===== src/hw/rtl/rtuq_pkg.sv =====
`default_nettype none
// ----------------------------------------------------------------------------
// rtuq_pkg
// shared types and codes for the rank table: request and result payloads,
// opcodes, the controller states and the control word sent to every cell
// ----------------------------------------------------------------------------
package rtuq_pkg;

    localparam int SCORE_W = 32;

    localparam logic [1:0] OP_UPDATE = 2'd0;
    localparam logic [1:0] OP_RANK   = 2'd1;
    localparam logic [1:0] OP_SELECT = 2'd2;

    typedef struct packed {
        logic [1:0]         opcode;
        logic [5:0]         slot;
        logic [SCORE_W-1:0] score;
        logic [6:0]         wanted_rank;
    } t_req;

    typedef struct packed {
        logic [6:0] answer;
        logic       error;
    } t_rsp;

    typedef enum logic [1:0] {
        ST_IDLE,
        ST_COUNT,
        ST_SCAN,
        ST_DONE
    } t_state;

    // control word broadcast to the row of cells
    typedef struct packed {
        logic load;   // copy the stored entry into the moving token
        logic shift;  // pass the token to the next cell
        logic count;  // add the "stored entry ranks above token" bit
    } t_cell_ctl;

endpackage : rtuq_pkg
`default_nettype wire


===== src/hw/rtl/rtuq_cell.sv =====
`default_nettype none
// ----------------------------------------------------------------------------
// rtuq_cell
// one slot of the rank table: a stored score with its valid bit, plus a moving
// token register that travels around the ring and counts entries above it
// ----------------------------------------------------------------------------
module rtuq_cell
    import rtuq_pkg::*;
#(
    parameter int unsigned ENTRIES = 64,
    parameter int unsigned IDX     = 0,
    localparam int IW = $clog2(ENTRIES)
) (
    input  wire                i_clk,
    input  wire                i_rst_n,
    input  t_cell_ctl          i_ctl,
    input  wire                i_wr_en,
    input  wire  [SCORE_W-1:0] i_wr_score,
    input  wire                i_prev_valid,
    input  wire  [SCORE_W-1:0] i_prev_score,
    input  wire  [IW-1:0]      i_prev_tag,
    input  wire  [IW-1:0]      i_prev_cnt,
    output logic               o_tok_valid,
    output logic [SCORE_W-1:0] o_tok_score,
    output logic [IW-1:0]      o_tok_tag,
    output logic [IW-1:0]      o_tok_cnt
);

    logic               r_sv;
    logic [SCORE_W-1:0] r_ss;
    logic               r_mv;
    logic [SCORE_W-1:0] r_ms;
    logic [IW-1:0]      r_mt;
    logic [IW-1:0]      r_mc;
    logic               above;

    // stored entry ranks above the token: higher score, or same score and lower slot
    assign above = i_ctl.count && r_sv &&
                   ((r_ss > r_ms) || ((r_ss == r_ms) && (IW'(IDX) < r_mt)));

    always_ff @(posedge i_clk) begin
        if (!i_rst_n) begin
            r_sv <= 1'b0;
        end else if (i_wr_en) begin
            r_sv <= 1'b1;
        end
    end

    always_ff @(posedge i_clk) begin
        if (i_wr_en) begin
            r_ss <= i_wr_score;
        end
    end

    always_ff @(posedge i_clk) begin
        if (i_ctl.load) begin
            r_mv <= r_sv;
            r_ms <= r_ss;
            r_mt <= IW'(IDX);
            r_mc <= '0;
        end else if (i_ctl.shift) begin
            r_mv <= i_prev_valid;
            r_ms <= i_prev_score;
            r_mt <= i_prev_tag;
            r_mc <= i_prev_cnt;
        end
    end

    assign o_tok_valid = r_mv;
    assign o_tok_score = r_ms;
    assign o_tok_tag   = r_mt;
    assign o_tok_cnt   = r_mc + IW'(above);

endmodule : rtuq_cell
`default_nettype wire


===== config.mk =====
export PLATFORM = sky130hd
export DESIGN_NAME = rtuq_cell
export DESIGN_NICKNAME = d
export VERILOG_FILES = /design/src/hw/rtl/rtuq_pkg.sv /design/src/hw/rtl/rtuq_cell.sv
export SDC_FILE = /design/constraint.sdc
export NUM_CORES = 1
export LEC_CHECK = 0
export BUFFER_PORTS_ARGS = -buffer_cell sky130_fd_sc_hd__clkbuf_2
export CORE_ASPECT_RATIO = 0.6
export CORE_MARGIN = 10
export CORE_UTILIZATION = 54
export DETAILED_ROUTE_END_ITERATION = 12
export PLACE_DENSITY = 0.9
export SLEW_MARGIN = 5
export SYNTH_ARGS = -nofsm -noshare
export SYNTH_HDL_FRONTEND = slang
export SYNTH_SLANG_ARGS = --single-unit

===== constraint.sdc =====
create_clock -name i_clk -period 3.9 [get_ports i_clk]
set_input_delay 0.585 -clock i_clk [delete_from_list [all_inputs] [get_ports i_clk]]
set_output_delay 0.585 -clock i_clk [all_outputs]
set_load 0.03 [all_outputs]

==> results.md, run 1 <==
- RePlAce Congestion: 0.833
- Proportion of netlist area held by the largest area contributor: between 50 and 60%
- Synthesis-to-finish area growth: 27.6%
- RSZ-0062 raised after global routing: no
- Number of top-level pins: ~130
- Worst Path Required: 3.31 ns
- Largest net degree at the start of global routing: 34
- Non-Filler Instances: 494
- Clock-pin transition on the worst setup and hold timing paths: 0.06 ns
- HPWL reported at the end of detailed placement: 6840 um
- Placed cell count: 478
- Worst-case clock skew: 0.00453 ns
- CTS tree: done
- Synth Area per Inst: 13.8 sq um
- Power density cells: 476 nW/um^2
- Proportion of synthesized area in mux cells: about an eighth
- Remaining antenna violation count: 0
- Clock buffer count from CTS: 9
- Kind of capture point of the worst setup path: primary output
- Worst vdd ir: between 0.2 and 0.3 mV
- Top cells by count, synth: sky130_fd_sc_hd__edfxtp_1, sky130_fd_sc_hd__ha_1, sky130_fd_sc_hd__inv_1
- Starting utilization of the core area: 55.7%
- Adder-cell area share of the yosys netlist: 11.4%
- Per-cell routed wire length: 17.6 um
- R2R Path Start: r_ss[11]
- Library cell with the largest summed area after synthesis: sky130_fd_sc_hd__edfxtp_1
- Source of the worst hold timing path: i_wr_score[28]
- Dominant combinational cell family by area after synthesis: multiplexers
- Number of synthesized flops with an enable pin: 65
- Grt total ovfl: 0
- Post-layout net count: 519
- Worst reg2reg endpoint: o_tok_score[11]
- Headroom to the max-slew limit: 38.4%
- Data arrival, critical path: 3.03 ns
- Routed Wire Length: a little under 9000 um
- Primary flip-flop cell chosen by synthesis mapping: sky130_fd_sc_hd__edfxtp_1
- Count of warnings emitted by yosys: 0
- Critical path type: reg2out
- Die Y: 84.4 um
- Post-CTS setup-driven buffer insertion count: 0
- Wire length of the first global-routing pass: 14300 um
- Worst Setup Start Kind: flip-flop
- Path class of the lowest-slack min-delay path: in2reg
- Share of layout cells above drive strength 1: 45.0%
- Post-synthesis share of cell area spent on and, or, nand and nor gates: ~6%
- Remaining routing DRC violations: 0
- Shortest period the worst path allows: 3.62 ns
- Synth unique cells: 36
- Run status: finished clean
- Endpoints failing setup: 0
- Router iterations before antenna repair: 4
- Count of cells along the worst register-to-register path: 1
- Area of the mapped netlist: 3740 sq um
- Share of synthesized registers carrying an async set or reset: 0%
- Avg Vias per Cell: 5.15
- CTS hold repair buffers: 0
- Sum of negative setup slack: 0 ns
- Hold-critical path endpoint: r_ss[28]
- Sink Count: 78
- Max-slew violation count: 0
- Via count of the first global-routing pass: 2824
- Number of inserted diodes: 0
- Count of input and output buffers: 127
- Slew at the pin closest to its max-slew limit: 0.923 ns
- Syn_nets: 387
- Top-count cell post-synth: sky130_fd_sc_hd__edfxtp_1
- Clk root buf: sky130_fd_sc_hd__clkbuf_16
- Number of rows created at floorplan: 23
- Smallest hold slack: 0.437 ns
- Worst-path fanout max: 3
- Tcrit/Tclk final: 92.8%
- Compound-cell area share of the yosys netlist: just under 5%
- Gr usage total: between 10% and 20%
- Setup slack at placement: roughly 0.56 ns
- Sequential-to-total area share from yosys stat: 59.2%
- Maximum number of buffers from clock root to sink: 2
- Antenna violations before repair: 0
- Mapped Cells: 270
- Area contributors post-synth: sky130_fd_sc_hd__edfxtp_1, sky130_fd_sc_hd__ha_1, sky130_fd_sc_hd__mux2_2
- Via total after detailed routing: 2544
- Floorplan core area: 6710 sq um
- Count of max-cap constraint violations: 0
- Fmax: 276 MHz
- Setup ws final: 0.283 ns
- Yosys reg bits: 78
- Number of hold-slack violations in the final timing report: 0
- Flop-to-flop setup slack: 2.95 ns
- Count of H-tree levels built during CTS: 3
- Number of stages on the worst hold path: 1
- Reported leakage power: 2.25 nW
- Horiz. Die Dim: 127 um
- Drt initial violations: between 150 and 200
- DIE AREA: 10800 sq um
- Clk_lat worst skew: 0.32 ns
- Xor and xnor fraction of the mapped netlist area: 0.938%
- Fill cell instance count of the final layout: 492
worst max-delay path: stages (launching register included):
cell                       delay (ns)
sky130_fd_sc_hd__edfxtp_1        0.40
sky130_fd_sc_hd__ha_1            0.34
sky130_fd_sc_hd__nand4_1         0.17
sky130_fd_sc_hd__nor4_2          0.46
sky130_fd_sc_hd__and2_1          0.25
sky130_fd_sc_hd__a211oi_2        0.06
sky130_fd_sc_hd__a211oi_2        0.17
sky130_fd_sc_hd__ha_1            0.19
sky130_fd_sc_hd__ha_1            0.19
sky130_fd_sc_hd__nand3_1         0.11
sky130_fd_sc_hd__xnor2_1         0.15
sky130_fd_sc_hd__clkbuf_2        0.23
flip-flops by register name, summed over array words and instances (netlist names):
register / cells
r_mc: 6
r_ss: 32
o_tok_tag: 6
o_tok_score: 32
o_tok_valid: 1
r_sv: 1
report_power, final:
part | switching (mW) | internal (mW)
sequential | 0.0396 | 0.987
clock | 0.307 | 0.537
combinational | 0.240 | 0.157
routing by layer:
metal | share of wire [%] | vias up | global-route usage (%)
met1 | 44 | 1176 | 20.1
met3 | 11 | 4 | 8.22
met4 | 0.48 | 0 | 3.60
met2 | 44 | 103 | 26.0
li1 | - | 1261 | -
met5 | 0 | - | 0
how the worst max path moves through the flow:
| stage | startpoint | endpoint | slack, ns | cells after the start |
|---|---|---|---|---|
| after floorplan | o_tok_score[1] | o_tok_cnt[5] | 0.59 | 12 |
| after global placement | r_ss[17] | o_tok_cnt[5] | 0.64 | 12 |
| after detailed placement | r_ss[19] | o_tok_cnt[4] | 0.56 | 12 |
| after CTS | r_ss[19] | o_tok_cnt[4] | 0.20 | 12 |
| after global routing | o_tok_score[31] | o_tok_cnt[4] | 0.01 | 12 |
| final | r_ss[27] | o_tok_cnt[4] | 0.28 | 11 |
cell families (layout without fill, tap and decap cells):
group                      count (synthesis)  after routing
DFF                                       78             78
muxes                                     45             45
and+or+nand+nor                           42             42
buffers and inverters                     41            178
adders and majority gates                 34             34
AOI/OAI and AO/OA                         26             26
xor gates and xnor gates                   4              4
cell usage in the layout, fill, tap and decap left out, types with 2 or more instances in the layout:
cell	Yosys	routed
sky130_fd_sc_hd__nand4_2	2	2
sky130_fd_sc_hd__clkbuf_2	0	127
sky130_fd_sc_hd__a21oi_1	13	13
sky130_fd_sc_hd__clkbuf_1	1	2
sky130_fd_sc_hd__mux2_2	33	33
sky130_fd_sc_hd__o21ai_0	3	3
sky130_fd_sc_hd__nor2_1	12	12
sky130_fd_sc_hd__clkinv_4	0	2
sky130_fd_sc_hd__nand3_1	5	5
sky130_fd_sc_hd__nor2b_1	2	2
sky130_fd_sc_hd__nand2_1	7	7
sky130_fd_sc_hd__inv_1	34	34
sky130_fd_sc_hd__mux2i_1	12	12
sky130_fd_sc_hd__dfxtp_1	13	13
sky130_fd_sc_hd__xor2_1	2	2
sky130_fd_sc_hd__ha_1	34	34
sky130_fd_sc_hd__nand4_1	6	6
sky130_fd_sc_hd__xnor2_1	2	2
sky130_fd_sc_hd__clkbuf_16	0	10
sky130_fd_sc_hd__a211oi_2	2	2
sky130_fd_sc_hd__edfxtp_1	65	65
cell type report:
| cell class | count | area [sq um] | share of cell area (%) |
|---|---|---|---|
| Tap cell | 87 | 109 | 2.28 |
| Multi-Input combinational cell | 151 | 1360 | 28.6 |
| Clock buffer | 12 | 258 | 5.41 |
| Clock inverter | 4 | 55.1 | 1.15 |
| Inverter | 34 | 128 | 2.68 |
| Sequential cell | 78 | 2210 | 46.4 |
| Timing Repair Buffer | 128 | 643 | 13.5 |
metrics by stage:
stage / total power, mW / utilization [%] / cell area [sq um]
after floorplan: 1.30 / - / 3740
after global placement: 1.43 / 66.4 / 4460
after detailed placement: 1.44 / 66.4 / 4460
after CTS: 2.29 / 71.1 / 4770
after global routing: 2.38 / 71.1 / 4770
final: 2.27 / 71.1 / 4770
repair_timing:
item / in CTS / in global routing
setup endpoints to repair: 0 / 1
resized for setup: 0 / 1
endpoints found under the hold margin: 0 / 0
Note: power is estimated with default switching activity, not from simulation.
==> run 2, diff against run 1 <==
Settings changed: CORE_UTILIZATION 54 to 45, PLACE_DENSITY 0.9 to 0.81.
Clock period 3.9 ns to 3.25 ns, I/O delays scaled along.
==> run 2 against run 1 <==
Compared with the run above: the flow now finishes with violations (negative setup slack); critical path depth is 1 higher; die area grew 16%; worst hold slack got worse by 0.11 ns; final area up 4.5%; non-clock buffer count increased by 9; final cell count is 6.1% higher; first-iteration DRC count shrank 45%; largest cell class unchanged; highest routed layer unchanged; wire length grew 9.0%; combinational power is 32% higher.
==> results.md, run 2 (synthesis results as in run 1) <==
- RePlAce Congestion: around 0.78
- Antenna violations before repair: 0
- Leading cell type in the layout, fill and taps excluded: sky130_fd_sc_hd__clkbuf_2
- Fmax: 289 MHz
- Number of rows created at floorplan: 25
- Clock buffer count from CTS: 9
- Reported leakage power: about 2.3 nW
- Path class of the lowest-slack min-delay path: in2reg
- Slew at the pin closest to its max-slew limit: 0.953 ns
- Horiz. Die Dim: 138 um
- Number of hold-slack violations in the final timing report: 0
- Flop-to-flop setup slack: 2.05 ns
- Count of input and output buffers: 127
- Largest net degree at the start of global routing: 34
- Worst-case clock skew: 0.00274 ns
- Smallest hold slack: around 0.33 ns
- Endpoints failing setup: 5
- Wire length of the first global-routing pass: 14300 um
- Avg Vias per Cell: ~5
- Via total after detailed routing: approximately 2600
- Worst setup path startpoint: r_ss[27]
- RSZ-0062 raised after global routing: yes
- Count of cells along the worst register-to-register path: 3
- Worst reg2reg endpoint: o_tok_score[19]
- Routed Wire Length: 9470 um
- CTS tree: done
- Crit path capture: o_tok_cnt[4]
- Count of H-tree levels built during CTS: 3
- Router iterations before antenna repair: 4
- Remaining routing DRC violations: 0
- Sum of internal, switching and leakage power: 2.76 mW
- Flip-flop and latch area: 2210 sq um
- Worst Setup Start Kind: flip-flop
- Data arrival, critical path: 2.97 ns
- Per-cell routed wire length: ~18 um
- Setup ws final: -0.209 ns
- Met1 GRT Util: 16.6%
- Remaining antenna violation count: 0
- Share of layout cells above drive strength 1: 50.7%
- Grt total ovfl: 0
- Critical path type: reg2out
- Count of max-cap constraint violations: 0
- Clock-pin transition on the worst setup and hold timing paths: 0.06 ns
- Headroom to the max-slew limit: 36.4%
- CTS hold repair buffers: 0
- Worst vdd ir: 0.386 mV
- Via count of the first global-routing pass: 2860
- Sink Count: 78
- DIE AREA: 12500 sq um
- Total area of multi-input combinational cells: 1470 sq um
- Number of top-level pins: about 130
- Drt initial violations: 85
- Met2 track utilization from global routing: 23.0%
- Clk root buf: sky130_fd_sc_hd__clkbuf_16
- Tcrit/Tclk final: 106%
- HPWL reported at the end of detailed placement: 7140 um
- Worst-path fanout max: 3
- Finished Core Util: 62.4%
- Worst Path Required: 2.76 ns
- Power density cells: 555 nW/um^2
- Floorplan core area: 7980 sq um
- Post-layout net count: 528
- Starting utilization of the core area: 46.8%
- Global-route met3 utilization: under 10%
- Synthesis-to-finish area growth: 33.3%
- Commonest non-fill, non-tap cells in the layout: sky130_fd_sc_hd__clkbuf_2, sky130_fd_sc_hd__edfxtp_1, sky130_fd_sc_hd__mux2_2, sky130_fd_sc_hd__inv_1, sky130_fd_sc_hd__ha_1
- Fill cell instance count of the final layout: 659
- Max-slew violation count: 0
- Violations in the final reports: negative setup slack
- Shortest period the worst path allows: 3.46 ns
- Setup slack at placement: -0.0399 ns
- Run status: complete, but fails checks
- Number of inserted diodes: 0
- R2R Path Start: r_ss[19]
- Top Usage Layer GRT: met2
- Maximum number of buffers from clock root to sink: 2
- Die Y: 90.6 um
- Clk_lat worst skew: between 0.3 and 0.4 ns
- Kind of capture point of the worst setup path: primary output
- Gr usage total: between 10 and 15%
==> run 2: stage by stage <==
step                TNS [ns]  instance area, sq um  cells
floorplan                  0                  3740    270
global placement     -0.0151                  4490    500
global route           -1.26                  4980    524
detailed placement   -0.0707                  4490    500
finish                -0.677                  4980    524
CTS                   -0.680                  4940    522
==> run 2: area by class of cell <==
cell class | count | area share [%]
Clock buffer | 12 | 5.58
Tap cell | 108 | 2.71
Timing Repair Buffer | 137 | 14.7
Multi-Input combinational cell | 151 | 29.6
Inverter | 34 | 2.56
Clock inverter | 4 | 0.477
Sequential cell | 78 | 44.4
==> run 2: worst min path at each step <==
stage	startpoint	to	cells past startpoint
2_1_floorplan	r_sv	r_sv	1
3_3_place_gp	r_sv	r_sv	1
3_5_place_dp	r_sv	r_sv	1
4_1_cts	i_wr_score[26]	r_ss[26]	1
5_1_grt	i_wr_score[12]	r_ss[12]	1
6_report	i_wr_score[26]	r_ss[26]	1
==> run 2: timing repair <==
item                                   in CTS  in global routing
setup endpoints to repair                   6                  6
gates resized for setup                    22                  9
pin swaps                                   8                  6
buffers inserted                            6                  2
endpoints found under the hold margin       0                  0
==> run 2: critical path, cell delays in order (launching register included) <==
cell,delay (ns)
sky130_fd_sc_hd__edfxtp_1,0.44
sky130_fd_sc_hd__ha_4,0.31
sky130_fd_sc_hd__nand4_1,0.20
sky130_fd_sc_hd__buf_4,0.22
sky130_fd_sc_hd__o311ai_2,0.27
sky130_fd_sc_hd__buf_4,0.17
sky130_fd_sc_hd__a211oi_2,0.03
sky130_fd_sc_hd__a211oi_2,0.16
sky130_fd_sc_hd__ha_2,0.22
sky130_fd_sc_hd__ha_2,0.19
sky130_fd_sc_hd__nand3_1,0.10
sky130_fd_sc_hd__xnor2_1,0.16
sky130_fd_sc_hd__buf_4,0.18
==> run 2: where the power goes <==
part / total (mW) / switching [mW] / leakage, nW / internal (mW)
clock: 1.00 / 0.397 / 0.155 / 0.605
combinational: 0.526 / 0.308 / 1.40 / 0.218
sequential: 1.23 / 0.0497 / 0.757 / 1.18
total: 2.76 / 0.754 / 2.32 / 2.01
==> run 2: routing by layer <==
layer | vias to the layer above | wire length (um)
met5 | - | 0
met4 | 0 | 137
met3 | 14 | 1270
met2 | 104 | 4250
met1 | 1224 | 3810
li1 | 1277 | -
==> run 3, diff against run 2 <==
Settings changed: ABC_CLOCK_PERIOD_IN_PS set to 3600, CORE_UTILIZATION 45 to 50, PLACE_DENSITY 0.81 to 0.85.
Clock period 3.25 ns to 3.6 ns, I/O delays scaled along.
==> run 3 against run 2 <==
Compared with the run above: the flow now finishes without violations; sequential power down 9.8%; via count down 3.4%; count of clock-buffer cells in the layout down 1; non-clock buffer count down 7; core utilization up 4.4 points; sequential share of layout area up 1.1 points; die area down 8.2%.
==> results.md, run 3 (synthesis results as in run 1) <==
- Number of top-level pins: 128
- Avg Vias per Cell: 4.93
- Clk_lat worst skew: between 0.3 and 0.4 ns
- Fill cell instance count of the final layout: 563
- Smallest hold slack: 0.384 ns
- Count of input and output buffers: 127
- Clock-pin transition on the worst setup and hold timing paths: around 0.060 ns
- Path class of the lowest-slack min-delay path: in2reg
- Tcrit/Tclk final: 94.8%
- RSZ-0062 raised after global routing: no
- Worst Path Required: 3.06 ns
- Wire length of the first global-routing pass: between 10000 and 15000 um
- CTS hold repair buffers: 0
- Kind of capture point of the worst setup path: primary output
- Critical path type: reg2out
- Per-cell routed wire length: 18.2 um
- Count of max-cap constraint violations: 0
- Starting utilization of the core area: 51.4%
- Maximum number of buffers from clock root to sink: 2
- Floorplan core area: 7270 sq um
- Reported leakage power: 2.28 nW
- Synthesis-to-finish area growth: 30.0%
- Worst-case clock skew: 0.00316 ns
- Number of rows created at floorplan: 24
- Post-layout net count: 521
- Slew at the pin closest to its max-slew limit: 0.923 ns
- Clock buffer count from CTS: 9
- Cell with the largest stage delay on the worst path: sky130_fd_sc_hd__edfxtp_1
- Setup slack at placement: 0.382 ns
- Grt total ovfl: 0
- Worst vdd ir: 0.309 mV
- Data arrival, critical path: 2.87 ns
- Router iterations before antenna repair: 4
- Worst Setup Start Kind: flip-flop
- Power density cells: 523 nW/um^2
- Sink Count: slightly below 80
- DIE AREA: about 11000 sq um
- Clk root buf: sky130_fd_sc_hd__clkbuf_16
- Run status: finished clean
- Largest net degree at the start of global routing: 46
- Die Y: 87.0 um
- Setup ws final: 0.188 ns
- Largest stage delay on the critical path: between 0.3 and 0.4 ns
- Routed Wire Length: 9350 um
- Worst-path fanout max: 2
- Gr usage total: 16.7%
- Endpoints failing setup: 0
- Number of inserted diodes: 0
- Leading cell type in the layout, fill and taps excluded: sky130_fd_sc_hd__clkbuf_2
- HPWL reported at the end of detailed placement: 7150 um
- Shortest period the worst path allows: 3.41 ns
- Remaining routing DRC violations: 0
- Via total after detailed routing: 2529
- Via count of the first global-routing pass: a little under 3000
- Fmax: 293 MHz
- Count of H-tree levels built during CTS: 3
- Number of hold-slack violations in the final timing report: 0
- Max-slew violation count: 0
- Horiz. Die Dim: 132 um
- Commonest non-fill, non-tap cells in the layout: sky130_fd_sc_hd__clkbuf_2, sky130_fd_sc_hd__edfxtp_1, sky130_fd_sc_hd__inv_1, sky130_fd_sc_hd__ha_1, sky130_fd_sc_hd__mux2_2
- Worst-path cell chain: inv_1 > ha_1 > a21oi_1 > o21ai_1 > a221oi_2 > o311ai_2 > a211oi_2 > a211oi_2 > ha_1 > and3_1 > nand3_1 > xnor2_1 > buf_4
- Antenna violations before repair: 0
- Remaining antenna violation count: 0
- CTS tree: done
- Headroom to the max-slew limit: 38.4%
- RePlAce Congestion: roughly 0.81
- Share of layout cells above drive strength 1: between 40% and 50%
- Sum of negative setup slack: 0 ns
- Drt initial violations: 172
[run 3: changes by cell type in the layout (fill, tap and decap cells not counted), moves of 2 or more]
cell / delta
sky130_fd_sc_hd__clkbuf_2: +4
sky130_fd_sc_hd__bufinv_16: +2
sky130_fd_sc_hd__clkinvlp_4: +2
sky130_fd_sc_hd__inv_4: -3
sky130_fd_sc_hd__clkbuf_8: -2
sky130_fd_sc_hd__ha_2: -2
sky130_fd_sc_hd__inv_1: +3
sky130_fd_sc_hd__inv_2: -3
sky130_fd_sc_hd__ha_4: -5
sky130_fd_sc_hd__ha_1: +7
sky130_fd_sc_hd__buf_4: -9
[run 3: path summary, 6_finish.rpt]
path         cells after the start              to       startpoint  slack, ns
min reg2reg                      2    o_tok_tag[5]     o_tok_tag[5]       0.52
max reg2reg                      1  o_tok_score[9]          r_ss[9]       2.65
min                              1         r_ss[8]    i_wr_score[8]       0.38
max                             13    o_tok_cnt[5]  o_tok_score[17]       0.19
[run 3: cell type report]
cell class	count	area (sq um)	share of cell area [%]
clock inverter	5	83.8	1.73
sequential	78	2210	45.6
tap	104	130	2.68
timing repair buffer	130	663	13.7
clock buffer	11	243	5.00
multi-input combinational	151	1400	28.8
inverter	34	128	2.63
[run 3: per-layer routing]
layer  wire [um]  GRT usage (%)  part of all wire, %  up-vias
li1            -              -                    -     1264
met1        4220           19.9                   45     1179
met2        4410           26.9                   47       80
met3         643           6.91                  6.9        6
met4          77           5.73                 0.82        0
met5           0              0                    0        -
[run 3: critical path, delay by kind of cell, from the launching register on]
kind / cells / cell delay [ns]
simple gates: 2 / 0.31
compound gates: 6 / 0.97
buf+inv: 2 / 0.24
flops: 1 / 0.36
xor+xnor: 1 / 0.13
fa+ha+maj: 2 / 0.53
[run 3: power by group]
part	switching, mW	internal [mW]	leakage, nW
logic	0.272	0.177	1.37
registers	0.0446	1.07	0.757
clock network	0.348	0.627	0.152
[run 3: metrics by stage]
step | util [%] | instances | cell area, sq um | power (mW)
final | 66.8 | 513 | 4860 | 2.54
after CTS | 66.1 | 511 | 4800 | 2.55
after global placement | 61.6 | 495 | 4480 | 1.55
after detailed placement | 61.6 | 495 | 4480 | 1.57
after floorplan | - | 270 | 3740 | 1.40
after global routing | 66.8 | 513 | 4860 | 2.66
[run 3: repair_timing]
item	in CTS	in global routing
buffers inserted	0	2
setup endpoints to repair	0	4
resized for setup	0	14
